===== src/design/lfu_cache_lru_tiebreak_assert.svh =====
// Assertion macros used by the cache design file.
`ifndef LFU_CACHE_LRU_TIEBREAK_ASSERT_SVH
`define LFU_CACHE_LRU_TIEBREAK_ASSERT_SVH

// Implication checked on every clock edge outside reset.
`define LFU_ASSERT_IMP(label, ante, cons) \
  label: assert property (@(posedge clk) disable iff (!rst_n) (ante) |-> (cons)) \
    else $error("assertion failed");

// Implication whose consequent is checked in the cycle after the antecedent.
`define LFU_ASSERT_NEXT(label, ante, cons) \
  label: assert property (@(posedge clk) disable iff (!rst_n) (ante) |=> (cons)) \
    else $error("assertion failed");

`endif


===== src/design/lfu_pkg.sv =====
// Package with the shared types and constants of the LFU cache.
`default_nettype none
package lfu_pkg;
  localparam int DEF_ENTRIES = 16;
  localparam int KEY_W = 32;
  localparam int VAL_W = 32;
  localparam int CNT_W = 16;
  localparam int CAP_W = 5;
  localparam logic [CAP_W-1:0] CAP_RESET = 5'd16;
  localparam logic [CNT_W-1:0] COUNT_MAX = 16'hFFFF;
  localparam logic [VAL_W-1:0] MISS_VALUE = 32'hFFFF_FFFF;
  localparam logic KIND_GET = 1'b0;
  localparam logic KIND_PUT = 1'b1;

  typedef enum logic [2:0] {
    ST_IDLE,
    ST_FIND,
    ST_TOUCH,
    ST_EVICT,
    ST_INSERT
  } state_t;
endpackage
`default_nettype wire


===== src/design/lfu_ram.sv =====
// Generic single-write, single-read RAM with registered read data.
`default_nettype none
module lfu_ram #(
  parameter int WIDTH = 8,
  parameter int DEPTH = 16,
  parameter int AW = (DEPTH > 1) ? $clog2(DEPTH) : 1
) (
  input  wire logic             clk,
  input  wire logic             we,
  input  wire logic [AW-1:0]    waddr,
  input  wire logic [WIDTH-1:0] wdata,
  input  wire logic [AW-1:0]    raddr,
  output logic      [WIDTH-1:0] rdata
);
  logic [WIDTH-1:0] mem [DEPTH];

  always_ff @(posedge clk) begin
    if (we) begin
      mem[waddr] <= wdata;
    end
    rdata <= mem[raddr];
  end
endmodule
`default_nettype wire


===== src/design/lfu_cache_lru_tiebreak.sv =====
// LFU cache with least-recently-used tie break, scanned one entry per cycle.
// Each scan pass reads all ENTRIES entries through one RAM port.
// A hitting get or put takes a lookup pass and a touch pass; a missing get takes one pass.
// A missing put takes one lookup pass, one pass per eviction, and one insert pass.
// Capacity zero gives the result in the cycle after start; results cannot be stalled.
// Synchronous reset empties the cache and sets capacity to 16; no clearing pass.
`default_nettype none
module lfu_cache_lru_tiebreak
#(
  parameter int ENTRIES = lfu_pkg::DEF_ENTRIES
) (
  input  wire logic                       clk,
  input  wire logic                       rst_n,
  input  wire logic                       start,
  output logic                            busy,
  input  wire logic                       in_kind,
  input  wire logic [lfu_pkg::KEY_W-1:0]  in_key,
  input  wire logic [lfu_pkg::VAL_W-1:0]  in_value,
  output logic                            out_valid,
  output logic                            out_found,
  output logic [lfu_pkg::VAL_W-1:0]       out_read_value,
  input  wire logic                       cfg_valid,
  output logic                            cfg_ready,
  input  wire logic [lfu_pkg::CAP_W-1:0]  cfg_data
);
  import lfu_pkg::*;

  localparam int IW = (ENTRIES > 1) ? $clog2(ENTRIES) : 1;
  localparam int CW = $clog2(ENTRIES + 1);
  localparam int WW = (CW > CAP_W) ? CW : CAP_W;
  localparam int EW = KEY_W + VAL_W + CNT_W + IW;
  localparam int R_LO = 0;
  localparam int C_LO = IW;
  localparam int V_LO = IW + CNT_W;
  localparam int K_LO = IW + CNT_W + VAL_W;
  localparam logic [IW-1:0] LAST_IDX = IW'(ENTRIES - 1);
  localparam logic [CW-1:0] N_CNT = CW'(ENTRIES);

  state_t state_r, state_nxt;

  logic [CAP_W-1:0] cap_r;
  logic [CW-1:0]    occ_r;
  logic [ENTRIES-1:0] valid_r;
  logic [CW-1:0]    cnt_r;
  logic             p_vld_r;
  logic [IW-1:0]    p_idx_r;
  logic             kind_r;
  logic [KEY_W-1:0] key_r;
  logic [VAL_W-1:0] val_r;
  logic             hit_f_r, vic_f_r, nvic_f_r, ins_f_r;
  logic [IW-1:0]    hit_idx_r, vic_idx_r, nvic_idx_r;
  logic [IW-1:0]    hit_rank_r, vic_rank_r, nvic_rank_r;
  logic [CNT_W-1:0] vic_cnt_r, nvic_cnt_r;
  logic [VAL_W-1:0] hit_val_r;
  logic             out_valid_r, out_found_r;
  logic [VAL_W-1:0] out_val_r;

  logic             issue, pass_end, accept;
  logic             we;
  logic [EW-1:0]    wdata, rdata;
  logic [KEY_W-1:0] e_key;
  logic [VAL_W-1:0] e_val;
  logic [CNT_W-1:0] e_cnt;
  logic [IW-1:0]    e_rank;
  logic             e_v;
  logic [WW-1:0]    cap_eff;
  logic [WW-1:0]    occ_w, occ_dec_w;
  logic [IW-1:0]    nv_rank;
  logic             nv_take;

  assign e_key  = rdata[K_LO +: KEY_W];
  assign e_val  = rdata[V_LO +: VAL_W];
  assign e_cnt  = rdata[C_LO +: CNT_W];
  assign e_rank = rdata[R_LO +: IW];
  assign e_v    = valid_r[p_idx_r];

  assign cap_eff   = (WW'(cap_r) > WW'(ENTRIES)) ? WW'(ENTRIES) : WW'(cap_r);
  assign occ_w     = WW'(occ_r);
  assign occ_dec_w = WW'(occ_r - 1'b1);

  assign busy      = (state_r != ST_IDLE);
  assign cfg_ready = (state_r == ST_IDLE) && !start;
  assign accept    = start && !busy;
  assign issue     = busy && (cnt_r < N_CNT);
  assign pass_end  = p_vld_r && (p_idx_r == LAST_IDX);

  assign nv_rank = (e_rank > vic_rank_r) ? e_rank - 1'b1 : e_rank;
  assign nv_take = p_vld_r && (p_idx_r != vic_idx_r) && e_v &&
                   (!nvic_f_r || e_cnt < nvic_cnt_r ||
                    (e_cnt == nvic_cnt_r && nv_rank > nvic_rank_r));

  assign out_valid      = out_valid_r;
  assign out_found      = out_found_r;
  assign out_read_value = out_val_r;

  lfu_ram #(.WIDTH(EW), .DEPTH(ENTRIES)) u_ram (
    .clk   (clk),
    .we    (we),
    .waddr (p_idx_r),
    .wdata (wdata),
    .raddr (cnt_r[IW-1:0]),
    .rdata (rdata)
  );

  always_ff @(posedge clk) begin
    if (!rst_n) begin
      state_r <= ST_IDLE;
    end else begin
      state_r <= state_nxt;
    end
  end

  always_comb begin
    state_nxt = state_r;
    we = 1'b0;
    wdata = rdata;
    unique case (state_r)
      ST_IDLE: begin
        if (accept && (cap_eff != '0)) begin
          state_nxt = ST_FIND;
        end
      end
      ST_FIND: begin
        if (pass_end) begin
          if (hit_f_r || (e_v && e_key == key_r)) begin
            state_nxt = ST_TOUCH;
          end else if (kind_r == KIND_GET) begin
            state_nxt = ST_IDLE;
          end else if (occ_w >= cap_eff && occ_r != '0) begin
            state_nxt = ST_EVICT;
          end else begin
            state_nxt = ST_INSERT;
          end
        end
      end
      ST_TOUCH: begin
        if (p_vld_r) begin
          if (p_idx_r == hit_idx_r) begin
            we = 1'b1;
            wdata[R_LO +: IW] = '0;
            if (e_cnt != COUNT_MAX) begin
              wdata[C_LO +: CNT_W] = e_cnt + 1'b1;
            end
            if (kind_r == KIND_PUT) begin
              wdata[V_LO +: VAL_W] = val_r;
            end
          end else if (e_v && e_rank < hit_rank_r) begin
            we = 1'b1;
            wdata[R_LO +: IW] = e_rank + 1'b1;
          end
        end
        if (pass_end) begin
          state_nxt = ST_IDLE;
        end
      end
      ST_EVICT: begin
        if (p_vld_r && p_idx_r != vic_idx_r && e_v && e_rank > vic_rank_r) begin
          we = 1'b1;
          wdata[R_LO +: IW] = e_rank - 1'b1;
        end
        if (pass_end) begin
          if (occ_dec_w >= cap_eff && occ_dec_w != '0) begin
            state_nxt = ST_EVICT;
          end else begin
            state_nxt = ST_INSERT;
          end
        end
      end
      ST_INSERT: begin
        if (p_vld_r) begin
          if (e_v) begin
            we = 1'b1;
            wdata[R_LO +: IW] = e_rank + 1'b1;
          end else if (!ins_f_r) begin
            we = 1'b1;
            wdata = {key_r, val_r, CNT_W'(1), IW'(0)};
          end
        end
        if (pass_end) begin
          state_nxt = ST_IDLE;
        end
      end
      default: state_nxt = ST_IDLE;
    endcase
  end

  always_ff @(posedge clk) begin
    if (!rst_n) begin
      cap_r       <= CAP_RESET;
      occ_r       <= '0;
      valid_r     <= '0;
      cnt_r       <= '0;
      p_vld_r     <= 1'b0;
      out_valid_r <= 1'b0;
      hit_f_r     <= 1'b0;
      vic_f_r     <= 1'b0;
      nvic_f_r    <= 1'b0;
      ins_f_r     <= 1'b0;
    end else begin
      out_valid_r <= 1'b0;
      p_vld_r     <= issue;
      p_idx_r     <= cnt_r[IW-1:0];
      if (issue) begin
        cnt_r <= cnt_r + 1'b1;
      end
      if (cfg_valid && cfg_ready) begin
        cap_r <= cfg_data;
      end
      if (state_nxt != state_r || (state_r == ST_EVICT && pass_end)) begin
        cnt_r <= '0;
        p_vld_r <= 1'b0;
      end
      unique case (state_r)
        ST_IDLE: begin
          hit_f_r <= 1'b0;
          vic_f_r <= 1'b0;
          if (accept) begin
            kind_r <= in_kind;
            key_r  <= in_key;
            val_r  <= in_value;
            if (cap_eff == '0) begin
              out_valid_r <= 1'b1;
              out_found_r <= 1'b0;
              out_val_r   <= MISS_VALUE;
            end
          end
        end
        ST_FIND: begin
          if (p_vld_r && e_v) begin
            if (!hit_f_r && e_key == key_r) begin
              hit_f_r    <= 1'b1;
              hit_idx_r  <= p_idx_r;
              hit_rank_r <= e_rank;
              hit_val_r  <= e_val;
            end
            if (!vic_f_r || e_cnt < vic_cnt_r ||
                (e_cnt == vic_cnt_r && e_rank > vic_rank_r)) begin
              vic_f_r    <= 1'b1;
              vic_idx_r  <= p_idx_r;
              vic_rank_r <= e_rank;
              vic_cnt_r  <= e_cnt;
            end
          end
          nvic_f_r <= 1'b0;
          ins_f_r  <= 1'b0;
          if (state_nxt == ST_IDLE) begin
            out_valid_r <= 1'b1;
            out_found_r <= 1'b0;
            out_val_r   <= MISS_VALUE;
          end
        end
        ST_TOUCH: begin
          if (pass_end) begin
            out_valid_r <= 1'b1;
            out_found_r <= 1'b1;
            out_val_r   <= (kind_r == KIND_GET) ? hit_val_r : MISS_VALUE;
          end
        end
        ST_EVICT: begin
          if (p_vld_r && p_idx_r == vic_idx_r) begin
            valid_r[p_idx_r] <= 1'b0;
          end
          if (pass_end) begin
            occ_r      <= occ_r - 1'b1;
            vic_idx_r  <= nv_take ? p_idx_r : nvic_idx_r;
            vic_rank_r <= nv_take ? nv_rank : nvic_rank_r;
            vic_cnt_r  <= nv_take ? e_cnt : nvic_cnt_r;
            nvic_f_r   <= 1'b0;
          end else if (nv_take) begin
            nvic_f_r    <= 1'b1;
            nvic_idx_r  <= p_idx_r;
            nvic_rank_r <= nv_rank;
            nvic_cnt_r  <= e_cnt;
          end
        end
        ST_INSERT: begin
          if (p_vld_r && !e_v && !ins_f_r) begin
            ins_f_r          <= 1'b1;
            valid_r[p_idx_r] <= 1'b1;
          end
          if (pass_end) begin
            occ_r       <= occ_r + 1'b1;
            out_valid_r <= 1'b1;
            out_found_r <= 1'b0;
            out_val_r   <= MISS_VALUE;
          end
        end
        default: begin
        end
      endcase
    end
  end

  `include "lfu_cache_lru_tiebreak_assert.svh"

  `LFU_ASSERT_IMP(a_out_idle, out_valid, !busy)
  `LFU_ASSERT_IMP(a_occ_bound, 1'b1, occ_r <= N_CNT)
  `LFU_ASSERT_NEXT(a_start_moves, accept, busy || out_valid)
endmodule
`default_nettype wire


===== config.mk =====
export PLATFORM = sky130hd
export DESIGN_NAME = lfu_cache_lru_tiebreak
export DESIGN_NICKNAME = d
export VERILOG_FILES = /design/src/design/lfu_pkg.sv /design/src/design/lfu_ram.sv /design/src/design/lfu_cache_lru_tiebreak.sv
export VERILOG_INCLUDE_DIRS = /design/src /design/src/design
export SDC_FILE = /design/constraint.sdc
export NUM_CORES = 2
export LEC_CHECK = 0
export ABC_AREA = 1
export BUFFER_PORTS_ARGS = -buffer_cell sky130_fd_sc_hd__buf_2
export CORE_AREA = 2 2 427 429
export CTS_CLUSTER_SIZE = 28
export DETAILED_ROUTE_END_ITERATION = 6
export DIE_AREA = 0 0 429 431
export PLACE_DENSITY = 0.58
export SETUP_SLACK_MARGIN = 0.5
export SYNTH_ARGS = -nofsm -noshare
export SYNTH_HDL_FRONTEND = slang
export SYNTH_HIERARCHICAL = 1
export SYNTH_SLANG_ARGS = --single-unit

===== constraint.sdc =====
create_clock -name clk -period 6.2 [get_ports clk]
set_input_delay 0.62 -clock clk [delete_from_list [all_inputs] [get_ports clk]]
set_output_delay 0.62 -clock clk [all_outputs]
set_load 0.1 [all_outputs]

==> summary.txt <==
Worst setup path
  – CP max stage delay: 0.94 ns
  – CP startpoint kind: flip-flop
  – Crit path top cell by count: nand2_1
  – R2r worst-path depth: 18
  – WP data required: 6.66 ns
  – Slowest CP cell: nor2_4
  – Critical Path Fanout Max: 37
  – Critical path data arrival time: 4.95 ns
  – CP Cell Sequence: inv_2 > nand2_1 > nand2_1 > nand2_1 > nand2_1 > nand2_1 > nand2_1 > inv_1 > nand2_2 > nand2_2 > nor2_4 > nand2_1 > nor2_1 > inv_1 > nand2_1 > nand3b_1 > nor2_4 > buf_12
  – CP endpoint kind: flip-flop
  – Kind of critical path: reg2reg

Finish
  – Post-layout instance area: about 0.08 mm^2
  – Fraction of layout cells with a size suffix above 1: 0.0750
  – Area growth syn-to-layout: 13.0%
  – Total Nets Final: 7,141
  – Number of diodes: 0
  – Final-layout fill cell count: 16,500

Timing
  – Setup repair after global routing missed its margin: no
  – Fmax: 0.223 GHz
  – Setup Viol. Count Final: 0
  – Period utilisation layout: 0.724
  – Sum Neg Setup Slack: 0 ns
  – Pins Over Slew Limit: 0
  – Least-Margin Pin Slew: 1.23 ns
  – Fin Clk Skew: approximately 0.043 ns
  – Slew headroom: 0.176
  – Min cycle time layout: 4.49 ns
  – Fin. Hold Viols: 0

Clocking
  – CTS sink cnt: 1,658
  – Worst-Skew Late Latency: 0.82 ns
  – Clk slew on worst S/H paths: 0.06 ns
  – CTS tree: done
  – Inserted Clock Buffers: 172
  – H-tree levels: 4
  – Root Driver: clkbuf_16
  – CTS max path bufs: 3
  – Setup Fix Bufs, Post-CTS: 0

Min path
  – Type of the worst min-delay path: in2reg
  – Hold path depth: 1

Synth
  – Unique masters post-synth: 54
  – Asr flop ratio synth: 0
  – YS warnings: 6
  – Mean Syn Cell Area: 10.4 um^2
  – Number of synthesized register bits: 1,658
  – Yosys top cell by area: edfxtp_1
  – Seq/Total Area, Yosys: 0.678
  – Synth area leaders: edfxtp_1 64%, nand2_1 11%, nand3_1 7.4%
  – Synth Instances: 6,888
  – Number of synthesized flops with an enable pin: 1,534
  – Most used DFF post-synth: edfxtp_1
  – Syn Std Cell Area: 0.0716 mm^2
  – Post-synth top area share: 0.643
  – Post-synthesis net count: between 7,000 and 8,000

Placement
  – Hpwl dp: 93,300 um
  – Port Buffer Count: 109
  – Placed inst area: 0.0748 mm^2
  – Gpl congestion: 0.851

Power and ir drop
  – Pint: 18,600 uW
  – Reg power frac: 0.518
  – Clock share of power: 0.423
  – Psw: around 5500 uW
  – Sw frac: 0.228
  – Design Power: 24,100 uW
  – Pwr dens: 298 mW/mm^2
  – Gate power share: 0.059
  – Pleak: 0.0335 uW
  – VDD IR max: 0.228 mV

GRT
  – Busiest layer in global routing: met2
  – First-pass GRT wire length: around 280,000 um
  – Initial antenna violation count: 2
  – Vias in the first global route: 45,500
  – GRT Util Overall: 0.194
  – Global routing usage on met2: 0.321
  – Routing usage on met1: 0.268
  – Largest net degree at the start of global routing: 197
  – Global Route met3 Usage: 0.0270
  – Gr ovfl total: 0

Routing
  – Vias: 47,100
  – Vias/cell: 4.95
  – ANT nets after route: 0
  – Avg WL per Cell: 19.0 um
  – Initial DRC Count: 4,151
  – Drt drc: 0
  – Pre-antenna DRT Iters: 6
  – Final wirelength: 181,000 um

Floorplan
  – Core footprint: 0.180 mm^2
  – Die Span Y: 431 um
  – Top-Level Pins: 110
  – Row count: 156
  – Die width: 429 um
  – Initial Util: 0.397
  – Die area: 0.185 mm^2

Outcome
  – Status: completed

Run
  – Max-cap violations: 0
flip-flops by register name, indices dropped and copies added (netlist names), 16 cells and up, named ones only:
signal,flops
out_read_value,32
u_ram/mem,1344
hit_val_r,32
key_r,32
val_r,32
u_ram/rdata,84
vic_cnt_r,16
nvic_cnt_r,16
final cells by class:
class                      count  area, um^2  share of cell area
multi-input combinational   3696       17100               0.211
sequential                  1658       48600               0.600
inverter                    1217        4600              0.0568
tap                         2370        2970              0.0366
timing repair buffer         261        2120              0.0262
clock inverter                75         767             0.00948
clock buffer                 249        4830              0.0596
power groups by stage:
| stage | Clock, uW | Sequential [uW] | Combinational [uW] |
|---|---|---|---|
| floorplan | 0 | 12700 | 994 |
| global placement | 0 | 12700 | 1380 |
| detailed placement | 0 | 12700 | 1400 |
| CTS | 10400 | 12500 | 1440 |
| global route | 10900 | 12500 | 1610 |
| finish | 10200 | 12500 | 1430 |
cell usage in the layout (no fill, tap or decap), drive strengths merged, types with 4 or more instances in the layout:
cell type,Yosys,layout
nand2,2145,2145
edfxtp,1534,1534
inv,1214,1225
nand3,1062,1062
clkbuf,91,249
buf,226,204
dfxtp,124,124
o21ai,108,108
nor2,99,99
ha,61,61
dlygate4sd3,0,57
clkinv,3,57
a21oi,53,53
xnor2,31,31
mux2,29,29
nor3,20,20
xor2,17,17
nand4,12,12
bufinv,0,9
o211ai,8,8
a31oi,6,6
nor4,5,5
a211oi,5,5
o21bai,5,5
o22ai,4,4
synthesized netlist by cell type (4+ instances only):
| cell | number |
|---|---|
| a211oi_1 | 5 |
| a21oi_1 | 50 |
| a31oi_1 | 6 |
| buf_1 | 44 |
| buf_2 | 151 |
| buf_4 | 20 |
| buf_6 | 8 |
| clkbuf_1 | 91 |
| dfxtp_1 | 124 |
| edfxtp_1 | 1534 |
| ha_1 | 61 |
| inv_1 | 1207 |
| inv_2 | 7 |
| mux2_4 | 29 |
| nand2_1 | 2134 |
| nand2_2 | 10 |
| nand3_1 | 1061 |
| nand4_1 | 12 |
| nor2_1 | 94 |
| nor3_1 | 18 |
| nor4_1 | 5 |
| o211ai_1 | 8 |
| o21ai_0 | 90 |
| o21ai_1 | 8 |
| o21ai_2 | 10 |
| o21bai_1 | 5 |
| o22ai_1 | 4 |
| xnor2_1 | 31 |
| xor2_1 | 17 |
worst paths after layout:
check	startpoint	endpoint	slack (ns)
setup reg to reg	p_idx_r[0]	u_ram/mem[6][45]	1.71
hold / removal	in_key[22]	key_r[22]	0.05
setup / recovery	p_idx_r[0]	u_ram/mem[6][45]	1.71
hold reg to reg	u_ram/rdata[45]	hit_val_r[25]	0.42
worst max-delay path, delay by kind of cell, from the launching register on:
family | cells | cell delay, ns
buffers and inverters | 4 | 0.87
flip-flops | 1 | 0.67
AND/OR/NAND/NOR | 14 | 2.53
cell families (layout without fill, tap and decap cells):
| logic type | after synthesis | after routing | share of synthesized area |
|---|---|---|---|
| buffers and inverters | 1534 | 1802 | 0.0854 |
| adders and majority gates | 61 | 61 | 0.0107 |
| DFF | 1658 | 1658 | 0.678 |
| AOI/OAI and AO/OA | 210 | 210 | 0.0174 |
| xor gates and xnor gates | 48 | 48 | 0.00587 |
| and+or+nand+nor | 3347 | 3347 | 0.196 |
| muxes | 30 | 30 | 0.00622 |
timing repair:
action                    CTS  global route
hold buffers               57             0
resized for setup           0             0
hold endpoints to repair   57             0
metal layers:
layer	up-vias	wire, um
met1	22700	80200
met4	0	3650
li1	22600	-
met2	1495	85300
met5	-	0
met3	255	11400
stage by stage:
stage / util / hold WS, ns / worst slack [ns] / std cells
after floorplan: - / 0.408 / 0.289 / 6888
after global placement: 0.415 / 0.421 / 1.79 / 9145
after detailed placement: 0.415 / 0.416 / 1.75 / 9145
after CTS: 0.449 / 0.00398 / 1.71 / 9526
after global routing: 0.449 / 0.00731 / 1.43 / 9526
final: 0.449 / 0.0532 / 1.71 / 9526
Note: power is estimated with default switching activity, not from simulation.
